**config.mk**
```make
export PLATFORM = sky130hd
export DESIGN_NAME = valve_status_controller
export DESIGN_NICKNAME = d
export VERILOG_FILES = /design/src/vsc_pkg.sv /design/src/vsc_cfg_regs.sv /design/src/vsc_event_logic.sv /design/src/valve_status_controller.sv
export SDC_FILE = /design/constraint.sdc
export NUM_CORES = 1
export LEC_CHECK = 0
export ABC_AREA = 0
export ABC_CLOCK_PERIOD_IN_PS = 6290
export BUFFER_PORTS_ARGS = -buffer_cell sky130_fd_sc_hd__buf_2
export CORE_MARGIN = 2
export CORE_UTILIZATION = 50
export CTS_CLUSTER_SIZE = 40
export DETAILED_ROUTE_END_ITERATION = 10
export PLACE_DENSITY = 0.74
export SLEW_MARGIN = 20
export SYNTH_ARGS = -nofsm -noshare
export SYNTH_HDL_FRONTEND = slang
export SYNTH_SLANG_ARGS = --single-unit
```
**constraint.sdc**
```tcl
create_clock -name i_clk -period 6.29 [get_ports i_clk]
set_input_delay 0 -clock i_clk [delete_from_list [all_inputs] [get_ports i_clk]]
set_output_delay 0 -clock i_clk [all_outputs]
set_load 0.03 [all_outputs]
```
**src/vsc_pkg.sv**
```systemverilog
// shared types and codes for the valve status controller
`timescale 1ns / 1ps
`default_nettype none

package vsc_pkg;

    // status codes
    localparam logic [1:0] ST_CLOSED = 2'd0;
    localparam logic [1:0] ST_OPEN   = 2'd1;
    localparam logic [1:0] ST_ACTIVE = 2'd2;

    // valve types
    localparam logic [1:0] VT_PRV   = 2'd0;
    localparam logic [1:0] VT_PSV   = 2'd1;
    localparam logic [1:0] VT_CCV   = 2'd2;
    localparam logic [1:0] VT_OTHER = 2'd3;

    // event opcodes
    localparam logic [1:0] OP_RESTART = 2'd0;
    localparam logic [1:0] OP_UPDATE  = 2'd1;
    localparam logic [1:0] OP_SETTING = 2'd2;
    localparam logic [1:0] OP_STATUS  = 2'd3;

    // configuration register indexes
    localparam int CFG_ADDR_W = 3;
    localparam logic [CFG_ADDR_W-1:0] CFG_VALVE_TYPE    = 3'd0;
    localparam logic [CFG_ADDR_W-1:0] CFG_ELEVATION     = 3'd1;
    localparam logic [CFG_ADDR_W-1:0] CFG_INIT_STATUS   = 3'd2;
    localparam logic [CFG_ADDR_W-1:0] CFG_INIT_SETTING  = 3'd3;
    localparam logic [CFG_ADDR_W-1:0] CFG_ZERO_FLOW_TOL = 3'd4;

    typedef struct packed {
        logic [1:0]         valve_type;
        logic signed [31:0] elevation;
        logic [1:0]         init_status;
        logic signed [31:0] init_setting;
        logic [30:0]        zero_flow_tol;
    } t_cfg;

    typedef struct packed {
        logic [1:0]         status;
        logic               fixed;
        logic signed [31:0] setting;
    } t_state;

    typedef struct packed {
        logic [1:0]         opcode;
        logic signed [31:0] flow_q;
        logic signed [31:0] head_up;
        logic signed [31:0] head_down;
        logic signed [31:0] new_setting;
        logic [1:0]         new_status;
        logic               make_change;
    } t_event;

    typedef struct packed {
        logic accepted;
        logic flow_zeroed;
    } t_flags;

endpackage

`default_nettype wire

```
**src/vsc_cfg_regs.sv**
```systemverilog
// configuration register file of the valve status controller
`timescale 1ns / 1ps
`default_nettype none

module vsc_cfg_regs (
    input  wire logic                          i_clk,
    input  wire logic                          i_rst_n,
    input  wire logic                          i_cfg_we,
    input  wire logic [vsc_pkg::CFG_ADDR_W-1:0] i_cfg_addr,
    input  wire logic [31:0]                   i_cfg_wdata,
    output vsc_pkg::t_cfg                      o_cfg
);

    vsc_pkg::t_cfg r_cfg;

    always_ff @(posedge i_clk) begin
        if (!i_rst_n) begin
            r_cfg.valve_type    <= vsc_pkg::VT_OTHER;
            r_cfg.elevation     <= '0;
            r_cfg.init_status   <= vsc_pkg::ST_ACTIVE;
            r_cfg.init_setting  <= '0;
            r_cfg.zero_flow_tol <= 31'd1;
        end else if (i_cfg_we) begin
            unique case (i_cfg_addr)
                vsc_pkg::CFG_VALVE_TYPE:    r_cfg.valve_type    <= i_cfg_wdata[1:0];
                vsc_pkg::CFG_ELEVATION:     r_cfg.elevation     <= i_cfg_wdata;
                vsc_pkg::CFG_INIT_STATUS:   r_cfg.init_status   <= i_cfg_wdata[1:0];
                vsc_pkg::CFG_INIT_SETTING:  r_cfg.init_setting  <= i_cfg_wdata;
                vsc_pkg::CFG_ZERO_FLOW_TOL: r_cfg.zero_flow_tol <= i_cfg_wdata[30:0];
                default: ;  // unmapped index, ignored
            endcase
        end
    end

    assign o_cfg = r_cfg;

endmodule

`default_nettype wire

```
**src/vsc_event_logic.sv**
```systemverilog
// next valve state and result flags for one event
`timescale 1ns / 1ps
`default_nettype none

module vsc_event_logic (
    input  wire vsc_pkg::t_cfg   i_cfg,
    input  wire vsc_pkg::t_state i_state,
    input  wire vsc_pkg::t_event i_event,
    output vsc_pkg::t_state      o_state,
    output vsc_pkg::t_flags      o_flags
);

    function automatic logic [1:0] clamp_status(input logic [1:0] s);
        return (s == 2'd3) ? vsc_pkg::ST_ACTIVE : s;
    endfunction

    // exact 33-bit compares of heads against setting plus elevation and of flow against the negative tolerance
    logic signed [32:0] w_hset;
    logic signed [32:0] w_q;
    logic signed [32:0] w_h1;
    logic signed [32:0] w_h2;
    logic signed [32:0] w_ntol;
    logic w_rev, w_h1_lt, w_h1_gt, w_h2_lt, w_h2_gt, w_h1_gt_h2;
    logic [1:0] w_prv_next;
    logic [1:0] w_psv_next;
    logic [1:0] w_auto_next;
    logic [1:0] w_req_status;
    logic       w_silent;

    assign w_hset = {i_state.setting[31], i_state.setting}
                  + {i_cfg.elevation[31], i_cfg.elevation};
    assign w_q    = {i_event.flow_q[31], i_event.flow_q};
    assign w_h1   = {i_event.head_up[31], i_event.head_up};
    assign w_h2   = {i_event.head_down[31], i_event.head_down};
    assign w_ntol = -$signed({2'b00, i_cfg.zero_flow_tol});

    assign w_rev      = w_q < w_ntol;
    assign w_h1_lt    = w_h1 < w_hset;
    assign w_h1_gt    = w_h1 > w_hset;
    assign w_h2_lt    = w_h2 < w_hset;
    assign w_h2_gt    = w_h2 > w_hset;
    assign w_h1_gt_h2 = w_h1 > w_h2;

    // pressure reducing
    always_comb begin
        w_prv_next = i_state.status;
        if (i_state.status == vsc_pkg::ST_ACTIVE) begin
            if (w_rev)        w_prv_next = vsc_pkg::ST_CLOSED;
            else if (w_h1_lt) w_prv_next = vsc_pkg::ST_OPEN;
        end else if (i_state.status == vsc_pkg::ST_OPEN) begin
            if (w_rev)        w_prv_next = vsc_pkg::ST_CLOSED;
            else if (w_h2_gt) w_prv_next = vsc_pkg::ST_ACTIVE;
        end else begin
            if (w_h1_gt && w_h2_lt)         w_prv_next = vsc_pkg::ST_ACTIVE;
            else if (w_h1_lt && w_h1_gt_h2) w_prv_next = vsc_pkg::ST_OPEN;
        end
    end

    // pressure sustaining
    always_comb begin
        w_psv_next = i_state.status;
        if (i_state.status == vsc_pkg::ST_ACTIVE) begin
            if (w_rev)        w_psv_next = vsc_pkg::ST_CLOSED;
            else if (w_h2_gt) w_psv_next = vsc_pkg::ST_OPEN;
        end else if (i_state.status == vsc_pkg::ST_OPEN) begin
            if (w_rev)        w_psv_next = vsc_pkg::ST_CLOSED;
            else if (w_h1_lt) w_psv_next = vsc_pkg::ST_ACTIVE;
        end else begin
            if (w_h2_lt && w_h1_gt)         w_psv_next = vsc_pkg::ST_ACTIVE;
            else if (w_h2_gt && w_h1_gt_h2) w_psv_next = vsc_pkg::ST_OPEN;
        end
    end

    assign w_auto_next  = (i_cfg.valve_type == vsc_pkg::VT_PRV) ? w_prv_next : w_psv_next;
    assign w_req_status = clamp_status(i_event.new_status);
    assign w_silent     = (i_state.status == vsc_pkg::ST_CLOSED)
                       && ((i_cfg.valve_type != vsc_pkg::VT_CCV) || (i_event.new_setting == '0));

    always_comb begin
        o_state = i_state;
        o_flags = '0;
        unique case (i_event.opcode)
            vsc_pkg::OP_RESTART: begin
                o_state.status  = clamp_status(i_cfg.init_status);
                o_state.setting = i_cfg.init_setting;
                o_state.fixed   = (clamp_status(i_cfg.init_status) != vsc_pkg::ST_ACTIVE);
            end
            vsc_pkg::OP_UPDATE: begin
                if (!i_state.fixed && ((i_cfg.valve_type == vsc_pkg::VT_PRV)
                                    || (i_cfg.valve_type == vsc_pkg::VT_PSV))) begin
                    if (w_auto_next != i_state.status) begin
                        o_state.status      = w_auto_next;
                        o_flags.flow_zeroed = (w_auto_next == vsc_pkg::ST_CLOSED);
                    end
                end
            end
            vsc_pkg::OP_SETTING: begin
                if (i_state.setting != i_event.new_setting) begin
                    if (w_silent) begin
                        o_state.setting = i_event.new_setting;
                    end else begin
                        if (i_event.make_change) begin
                            if (i_event.new_setting == '0) begin
                                o_state.status      = vsc_pkg::ST_CLOSED;
                                o_flags.flow_zeroed = 1'b1;
                            end else begin
                                o_state.status = vsc_pkg::ST_OPEN;
                            end
                            o_state.setting = i_event.new_setting;
                        end
                        o_flags.accepted = 1'b1;
                    end
                end
            end
            vsc_pkg::OP_STATUS: begin
                if (!i_state.fixed || (i_state.status != w_req_status)) begin
                    if (i_event.make_change) begin
                        o_state.status      = w_req_status;
                        o_state.fixed       = 1'b1;
                        o_flags.flow_zeroed = (w_req_status == vsc_pkg::ST_CLOSED);
                    end
                    o_flags.accepted = 1'b1;
                end
            end
            default: ;
        endcase
    end

endmodule

`default_nettype wire

```
**src/valve_status_controller.sv**
```systemverilog
// top level of the valve status controller: request register, state and result register
`timescale 1ns / 1ps
`default_nettype none

// channel  | handshake                | payload
// ---------+--------------------------+---------------------------------------------------
// event in | i_in_valid / o_in_ready  | opcode, flow_q, head_up, head_down, new_setting,
//          |                          | new_status, make_change
// result   | o_out_valid / i_out_ready| status_out, fixed_out, setting_out, accepted,
//          |                          | flow_zeroed
// config   | i_cfg_we (no wait)       | i_cfg_addr, i_cfg_wdata
//
// one request per cycle sustained while each result is taken as it appears
// the valve state updates when a request moves from the input register to the result
// register, so the status feedback loop closes through combinational compare logic
// reset clears the valid bits, restores the configuration defaults and sets the valve
// active, not fixed, setting zero
// a stalled result holds the result register; the input register still takes one more
// request, after which o_in_ready drops until the result is taken

module valve_status_controller (
    input  wire logic                          i_clk,
    input  wire logic                          i_rst_n,
    // configuration write port
    input  wire logic                          i_cfg_we,
    input  wire logic [vsc_pkg::CFG_ADDR_W-1:0] i_cfg_addr,
    input  wire logic [31:0]                   i_cfg_wdata,
    // event requests
    input  wire logic                          i_in_valid,
    output logic                               o_in_ready,
    input  wire logic [1:0]                    i_opcode,
    input  wire logic signed [31:0]            i_flow_q,
    input  wire logic signed [31:0]            i_head_up,
    input  wire logic signed [31:0]            i_head_down,
    input  wire logic signed [31:0]            i_new_setting,
    input  wire logic [1:0]                    i_new_status,
    input  wire logic                          i_make_change,
    // results
    output logic                               o_out_valid,
    input  wire logic                          i_out_ready,
    output logic [1:0]                         o_status_out,
    output logic                               o_fixed_out,
    output logic signed [31:0]                 o_setting_out,
    output logic                               o_accepted,
    output logic                               o_flow_zeroed
);

    vsc_pkg::t_cfg   w_cfg;
    vsc_pkg::t_state r_state;
    vsc_pkg::t_state n_state;
    vsc_pkg::t_flags n_flags;
    vsc_pkg::t_event r_event;
    vsc_pkg::t_flags r_flags;

    logic r_in_valid;
    logic r_out_valid;
    logic w_advance;
    logic w_take;

    // configuration registers
    vsc_cfg_regs u_cfg (
        .i_clk       (i_clk),
        .i_rst_n     (i_rst_n),
        .i_cfg_we    (i_cfg_we),
        .i_cfg_addr  (i_cfg_addr),
        .i_cfg_wdata (i_cfg_wdata),
        .o_cfg       (w_cfg)
    );

    // request moves on when the result register is empty or being emptied
    assign w_advance  = r_in_valid && (!r_out_valid || i_out_ready);
    assign o_in_ready = !r_in_valid || w_advance;
    assign w_take     = i_in_valid && o_in_ready;

    // input register
    always_ff @(posedge i_clk) begin
        if (!i_rst_n) begin
            r_in_valid <= 1'b0;
        end else if (o_in_ready) begin
            r_in_valid <= i_in_valid;
        end
    end

    always_ff @(posedge i_clk) begin
        if (w_take) begin
            r_event.opcode      <= i_opcode;
            r_event.flow_q      <= i_flow_q;
            r_event.head_up     <= i_head_up;
            r_event.head_down   <= i_head_down;
            r_event.new_setting <= i_new_setting;
            r_event.new_status  <= i_new_status;
            r_event.make_change <= i_make_change;
        end
    end

    // event decode and valve state update
    vsc_event_logic u_logic (
        .i_cfg   (w_cfg),
        .i_state (r_state),
        .i_event (r_event),
        .o_state (n_state),
        .o_flags (n_flags)
    );

    always_ff @(posedge i_clk) begin
        if (!i_rst_n) begin
            r_state.status  <= vsc_pkg::ST_ACTIVE;
            r_state.fixed   <= 1'b0;
            r_state.setting <= '0;
        end else if (w_advance) begin
            r_state <= n_state;
        end
    end

    // result register
    always_ff @(posedge i_clk) begin
        if (!i_rst_n) begin
            r_out_valid <= 1'b0;
        end else if (w_advance) begin
            r_out_valid <= 1'b1;
        end else if (i_out_ready) begin
            r_out_valid <= 1'b0;
        end
    end

    always_ff @(posedge i_clk) begin
        if (w_advance) begin
            r_flags <= n_flags;
        end
    end

    // the state register doubles as the state part of the result
    assign o_out_valid   = r_out_valid;
    assign o_status_out  = r_state.status;
    assign o_fixed_out   = r_state.fixed;
    assign o_setting_out = r_state.setting;
    assign o_accepted    = r_flags.accepted;
    assign o_flow_zeroed = r_flags.flow_zeroed;

endmodule

`default_nettype wire

```
==> results of run 1 <==
## flip-flops by register name (all words and copies together), names as in the netlist
register	count
o_out_valid	1
u_cfg.o_cfg	99
r_in_valid	1
o_setting_out	32
r_event	133
o_fixed_out	1
o_flow_zeroed	1
o_status_out	2
o_accepted	1
## kinds of logic after synthesis
logic type / Yosys count
compound gates: 361
xor+xnor: 84
fa+ha+maj: 160
buf+inv: 115
flops: 271
mux: 39
simple gates: 512
## power breakdown
group | total (uW) | switching [uW] | internal (uW)
clock | 1700 | 744 | 961
sequential | 2020 | 74.4 | 1940
combinational | 767 | 401 | 366
## final timing paths
kind	start	end	slack, ns	cells after the start
hold reg to reg	u_cfg.o_cfg[61]	u_cfg.o_cfg[61]	0.46	2
setup reg to reg	u_cfg.o_cfg[65]	o_status_out[0]	0.11	30
hold / removal	i_cfg_we	u_cfg.o_cfg[97]	0.12	5
setup / recovery	u_cfg.o_cfg[65]	o_status_out[0]	0.11	30
## cell type report
type / instances / area, sq um
clock buffer: 33 / 762
fill: 2219 / 9540
tap: 390 / 488
inverter: 63 / 238
sequential: 271 / 6780
multi-input combinational: 1156 / 8130
clock inverter: 21 / 184
timing repair buffer: 482 / 3520
## stage by stage
stage,instances,util (%),TNS [ns],setup WS [ns],instance area (sq um)
finish,2416,67.8,0,0.110,20100
global route,2416,67.8,-0.599,-0.226,20100
CTS,2409,66.9,0,0.0144,19800
detailed placement,2172,57.4,-1.01,-0.354,17000
global placement,2172,57.4,-0.754,-0.267,17000
floorplan,1542,-,0,0.0350,15000
## critical path, delay by kind of cell, from the launching register on
kind                       cells  cell delay, ns
DFF                            1            0.33
muxes                          1            0.23
and+or+nand+nor                6            1.05
adders and majority gates      3            0.85
buffers and inverters          2            0.30
AOI/OAI and AO/OA             18            3.34
## layer usage
| layer | up-vias | global-route usage (%) |
|---|---|---|
| met3 | 139 | 4.18 |
| met2 | 585 | 47.9 |
| met1 | 6357 | 36.1 |
| li1 | 6568 | - |
| met4 | 0 | 13.2 |
| met5 | - | 0 |
## cells in the mapped netlist, types with 32 or more instances
master,n,area share [%]
sky130_fd_sc_hd__a211oi_1,41,2.0
sky130_fd_sc_hd__a21o_1,41,2.0
sky130_fd_sc_hd__a21oi_1,149,5.0
sky130_fd_sc_hd__clkbuf_1,50,1.2
sky130_fd_sc_hd__dfxtp_1,136,18
sky130_fd_sc_hd__edfxtp_1,135,27
sky130_fd_sc_hd__ha_1,159,13
sky130_fd_sc_hd__inv_1,62,1.5
sky130_fd_sc_hd__mux2i_1,39,2.6
sky130_fd_sc_hd__nand2_1,232,5.8
sky130_fd_sc_hd__nand3_1,32,1.1
sky130_fd_sc_hd__nand4_1,34,1.4
sky130_fd_sc_hd__nor2_1,91,2.3
sky130_fd_sc_hd__o21ai_0,43,1.4
sky130_fd_sc_hd__xnor2_1,53,3.1
## timing repair
item / in CTS / in global routing
hold buffers: 172 / 0
pin swaps: 20 / 35
resized for setup: 23 / 40
endpoints found under the setup margin: 3 / 3
setup buffers: 11 / 7
endpoints found under the hold margin: 235 / 0
==> results.tsv, run 1 <==
stage	metric	value	unit
outcome	result of the run	completed	
floorplan	ports placed on the boundary	212	
route	DR pass1 iterations	5	
setup_path	delay of the slowest critical-path stage	0.44	ns
synthesis	number of flip-flops and latches in the synthesized netlist	271	
timing	Final period util	98.3	%
hold_path	type of the most critical hold path	in2reg	
route	total via count in the routed design	13600	
synthesis	share of the synthesized netlist area taken by xor and xnor gates	4.99	%
timing	timing-limited maximum frequency	0.162	GHz
setup_path	Worst setup EP type	flip-flop	
synthesis	netlist area before placement	15000	sq um
global_routing	wire length of the first global-routing pass	70000	microns
cts	number of CTS-inserted buffers	29	
route	met3 routed wirelength	3270	microns
setup_path	Worst path slowest cell	sky130_fd_sc_hd__or3_4	
setup_path	Critical Path Most Common Cell	sky130_fd_sc_hd__a21oi_2	
route	Post-Route WL	46000	microns
synthesis	Mapped Avg Cell Area	9.75	sq um
finish	top library cells by usage in the layout, fill and taps aside	sky130_fd_sc_hd__nand2_1, sky130_fd_sc_hd__buf_2, sky130_fd_sc_hd__dlygate4sd3_1, sky130_fd_sc_hd__ha_1, sky130_fd_sc_hd__a21oi_1	
timing	worst hold margin	0.117	ns
synthesis	primary flip-flop cell chosen by synthesis mapping	sky130_fd_sc_hd__dfxtp_1	
finish	ant diodes	0	
setup_path	maximum fanout count along the critical path	4	
route	total routed wire length on the met1 layer	18800	microns
job	max-capacitance violation count	0	
cts	Clock Latency Late Sink	0.57	ns
timing	count of endpoints failing setup in the final report	0	
route	post-detailed-route wirelength per cell	19.0	microns
cts	Clock H-tree levels	1	
finish	most frequent standard cell in the layout excluding fill and tap cells	sky130_fd_sc_hd__nand2_1	
route	WL met2	21500	microns
synthesis	count of cell types in the netlist	73	
synthesis	Yosys warning count	0	
synthesis	async set-or-reset flop fraction in the synthesized netlist	0	%
synthesis	synthesized instance count	1542	
placement	PortBufs	211	
finish	Layout Nets	2336	
synthesis	compound-cell area share of the yosys netlist	15.3	%
synthesis	post-synthesis adder-cell area fraction	13.4	%
cts	# clock sinks	271	
timing	Worst Max-Slew Pin Slew	1.13	ns
cts	Reg clk slew, reported paths	0.06	ns
timing	max-slew violation total from the final report	0	
synthesis	number of synthesized flops with an enable pin	135	
cts	CTS tree	built	
route	DRT iter0 DRCs	739	
synthesis	synthesized netlist net count	1875	
floorplan	Core ar.	29600	sq um
floorplan	horizontal die dimension	177	microns
route	via count normalized by instance count	5.65	
timing	Post-Route Skew	0.00784	ns
power	power per unit of standard cell area	223	nW/um^2
floorplan	starting density of the core	50.7	%
cts	clock root cell	sky130_fd_sc_hd__clkbuf_16	
timing	time the final worst path needs with I/O delays and setup	6.18	ns
global_routing	maximum number of pins on one net before global-route repair	109	
route	Post-DRT Antenna Nets	0	
synthesis	multiplexer area fraction after synthesis	2.60	%
route	number of DRC violations after detailed routing	0	
power	worst-case vdd ir drop	0.233	mV
setup_path	data required time of the worst path	6.77	ns
global_routing	combined global-route utilization of all metal layers	28.4	%
finish	fraction of layout instances using a drive strength above 1	20.9	%
global_routing	number of global-route vias before repair	13500	
route	highest signal layer in the routed design	met4	
placement	HPWL after detailed placement	31600	microns
power	leakage power summed over all cells	0.00848	uW
floorplan	area enclosed by the die boundary	31500	sq um
timing	Hold Violations, Final	0	
timing	setup repair after global routing missed its margin	true	
placement	final weighted congestion in routability-driven placement	0.952	
setup_path	startpoint types	flip-flop	
floorplan	Die Ht	177	microns
floorplan	site row count	63	
setup_path	data arrival time of the critical path	6.67	ns
global_routing	number of antenna violations at the first check in global routing	0	
power	Tot Pwr	4490	uW
cts	maximum clock path buffer count	3	
global_routing	total overflow reported by the global router	0	
synthesis	sequential cell area fraction in the yosys report	45.1	%
finish	area overhead of the layout relative to synthesis	33.8	%
timing	Max transition margin	24.8	%
synthesis	share of synthesized cell area in and, or, nand and nor gates	15.8	%
setup_path	critical path class	reg2reg	
synthesis	largest family of logic cells by synthesized area	simple AND/OR/NAND/NOR gates	
(Power assumes the default switching activity.)
==> run 2, diff against run 1 <==
--- a/config.mk
+++ b/config.mk
@@ -16,4 +16,5 @@
 export SLEW_MARGIN = 20
 export SYNTH_ARGS = -nofsm -noshare
 export SYNTH_HDL_FRONTEND = slang
+export SYNTH_HIERARCHICAL = 1
 export SYNTH_SLANG_ARGS = --single-unit
==> run 2 against run 1 <==
The flow now finishes with violations (design-rule violations); worst setup slack better by 0.27 ns; global-route usage down 1.7 points; wire length down 1.0%; non-clock buffer count down 78; combinational power down 22%; final cell count down 2.9%; synthesized cell count down 0.13%; sequential power about the same; worst hold slack worse by 0.066 ns; clock skew up 0.0066 ns; critical path type unchanged.
==> results.tsv, run 2 <==
stage	metric	value	unit
setup_path	critical path class	reg2reg	
setup_path	delay of the slowest critical-path stage	0.50	ns
power	worst-case vdd ir drop	0.227	mV
finish	top library cells by usage in the layout, fill and taps aside	sky130_fd_sc_hd__nand2_1, sky130_fd_sc_hd__buf_2, sky130_fd_sc_hd__dlygate4sd3_1, sky130_fd_sc_hd__ha_1, sky130_fd_sc_hd__edfxtp_1	
synthesis	main area contributors after synthesis	sky130_fd_sc_hd__edfxtp_1, sky130_fd_sc_hd__dfxtp_1, sky130_fd_sc_hd__ha_1, sky130_fd_sc_hd__mux2i_1, sky130_fd_sc_hd__nand2_1	
synthesis	synthesized instance count	1540	
floorplan	starting density of the core	51.1	%
finish	fraction of layout instances using a drive strength above 1	18.2	%
finish	area overhead of the layout relative to synthesis	27.3	%
global_routing	number of antenna violations at the first check in global routing	0	
timing	worst hold margin	0.0504	ns
floorplan	Die Ht	181	microns
outcome	result of the run	finished, violations left	
setup_path	startpoint types	flip-flop	
power	leakage power summed over all cells	0.00886	uW
synthesis	number of flip-flops and latches in the synthesized netlist	271	
route	via count normalized by instance count	5.68	
cts	Clock Latency Late Sink	0.58	ns
synthesis	number of synthesized flops with an enable pin	135	
synthesis	share of the synthesized area in the top cell type	25.7	%
finish	max reg flops	133	
power	power per unit of standard cell area	217	nW/um^2
hold_path	type of the most critical hold path	in2reg	
global_routing	number of global-route vias before repair	13400	
route	number of DRC violations after detailed routing	1	
global_routing	maximum number of pins on one net before global-route repair	132	
cts	CTS tree	built	
cts	Clock H-tree levels	1	
timing	Worst Max-Slew Pin Slew	1.04	ns
route	DR pass1 iterations	11	
global_routing	total overflow reported by the global router	0	
global_routing	wire length of the first global-routing pass	69600	microns
timing	time the final worst path needs with I/O delays and setup	5.91	ns
placement	final weighted congestion in routability-driven placement	0.935	
outcome	failing checks	design-rule violations	
setup_path	Worst path slowest cell	sky130_fd_sc_hd__or4b_1	
route	total via count in the routed design	13300	
cts	maximum clock path buffer count	3	
synthesis	synthesized netlist net count	1877	
cts	number of CTS-inserted buffers	31	
synthesis	sequential cell area fraction in the yosys report	43.0	%
cts	# clock sinks	271	
route	Post-Route WL	45500	microns
finish	ant diodes	0	
route	post-detailed-route wirelength per cell	19.4	microns
timing	count of endpoints failing setup in the final report	0	
floorplan	ports placed on the boundary	212	
timing	Post-Route Skew	0.0145	ns
finish	Layout Nets	2262	
synthesis	most common cell in the netlist	sky130_fd_sc_hd__nand2_1	
synthesis	primary flip-flop cell chosen by synthesis mapping	sky130_fd_sc_hd__dfxtp_1	
route	DRT iter0 DRCs	1154	
cts	Reg clk slew, reported paths	0.06	ns
synthesis	most instantiated cells after synthesis	sky130_fd_sc_hd__nand2_1, sky130_fd_sc_hd__ha_1, sky130_fd_sc_hd__dfxtp_1	
floorplan	horizontal die dimension	181	microns
setup_path	maximum fanout count along the critical path	7	
global_routing	combined global-route utilization of all metal layers	26.7	%
placement	PortBufs	211	
route	Post-DRT Antenna Nets	0	
floorplan	Core ar.	30800	sq um
power	Tot Pwr	4350	uW
timing	timing-limited maximum frequency	0.169	GHz
synthesis	Mapped Avg Cell Area	10.2	sq um
finish	register name with the most flops	r_event	
timing	Final period util	94.0	%
finish	most frequent standard cell in the layout excluding fill and tap cells	sky130_fd_sc_hd__nand2_1	
setup_path	Worst setup EP type	flip-flop	
synthesis	count of cell types in the netlist	84	
synthesis	dominant cell type by area after synthesis	sky130_fd_sc_hd__edfxtp_1	
floorplan	area enclosed by the die boundary	32900	sq um
synthesis	Yosys warning count	6	
synthesis	async set-or-reset flop fraction in the synthesized netlist	0	%
placement	HPWL after detailed placement	31100	microns
job	max-capacitance violation count	0	
timing	max-slew violation total from the final report	0	
timing	Hold Violations, Final	0	
floorplan	site row count	64	
timing	Max transition margin	30.4	%
cts	clock root cell	sky130_fd_sc_hd__clkbuf_16	
setup_path	category of cells accounting for the largest share of critical-path delay	compound AO/OA/AOI/OAI gates	
setup_path	data required time of the worst path	6.71	ns
setup_path	data arrival time of the critical path	6.33	ns
setup_path	buffering stage count on the worst path with inverters included	1	
synthesis	netlist area before placement	15700	sq um
run 2: cell type report:
class	instances	area [sq um]
clock inverter	16	140
multi-input combinational	1130	8510
inverter	87	327
sequential	271	6790
clock buffer	42	841
fill	2431	10800
tap	396	495
timing repair buffer	404	2940
run 2: power breakdown:
part	internal, uW	switching, uW	leakage (uW)	total (uW)
Clock	1020	741	0.000481	1760
Combinational	281	314	0.00595	595
Sequential	1930	65.4	0.00243	2000
run 2: kinds of logic (layout without fill, tap and decap cells):
family                     Yosys count  count (layout)  synth area share (%)
AOI/OAI and AO/OA                  250             250                  10.9
muxes                              135             135                  8.58
DFF                                271             271                  43.0
and+or+nand+nor                    487             487                  14.8
xor gates and xnor gates            92              92                  5.26
buffers and inverters              139             549                  4.25
adders and majority gates          166             166                  13.2
run 2: repair_timing:
item	4_1_cts	5_1_grt
hold endpoints to repair	235	0
buffers inserted	0	12
pin swaps	0	40
endpoints found under the setup margin	1	3
gates resized for setup	1	57
hold buffers	173	0
run 2: through the flow:
stage | TNS, ns | util [%] | area [sq um] | setup slack [ns] | instances
after floorplan | 0 | - | 15700 | 0.519 | 1540
after global placement | 0 | 55.3 | 17100 | 0.178 | 2103
after detailed placement | 0 | 55.3 | 17100 | 0.0416 | 2103
after CTS | 0 | 64.1 | 19800 | 0.0727 | 2334
after global routing | -0.0505 | 65.0 | 20000 | -0.0505 | 2346
final | 0 | 65.0 | 20000 | 0.377 | 2346
run 2: worst paths after layout:
check                                       start  cells past startpoint  slack, ns         endpoint
worst max-delay path            o_setting_out[17]                     28       0.38    o_flow_zeroed
worst min-delay path                      i_rst_n                      3       0.05  u_cfg/o_cfg[14]
worst max register to register  o_setting_out[17]                     28       0.38    o_flow_zeroed
worst min register to register    u_cfg/o_cfg[56]                      2       0.46  u_cfg/o_cfg[56]
run 2: per-layer routing:
layer	global-route usage, %	vias up	share of wire (%)
met5	0	-	0
met4	9.82	0	3.9
met3	5.48	111	7.5
met2	47.2	493	49
met1	32.3	6344	40
li1	-	6366	-
run 2: tightest hold or removal path: stages:
cell	delay (ns)
sky130_fd_sc_hd__buf_6	0.33
sky130_fd_sc_hd__nand2_1	0.17
sky130_fd_sc_hd__mux2i_1	0.06
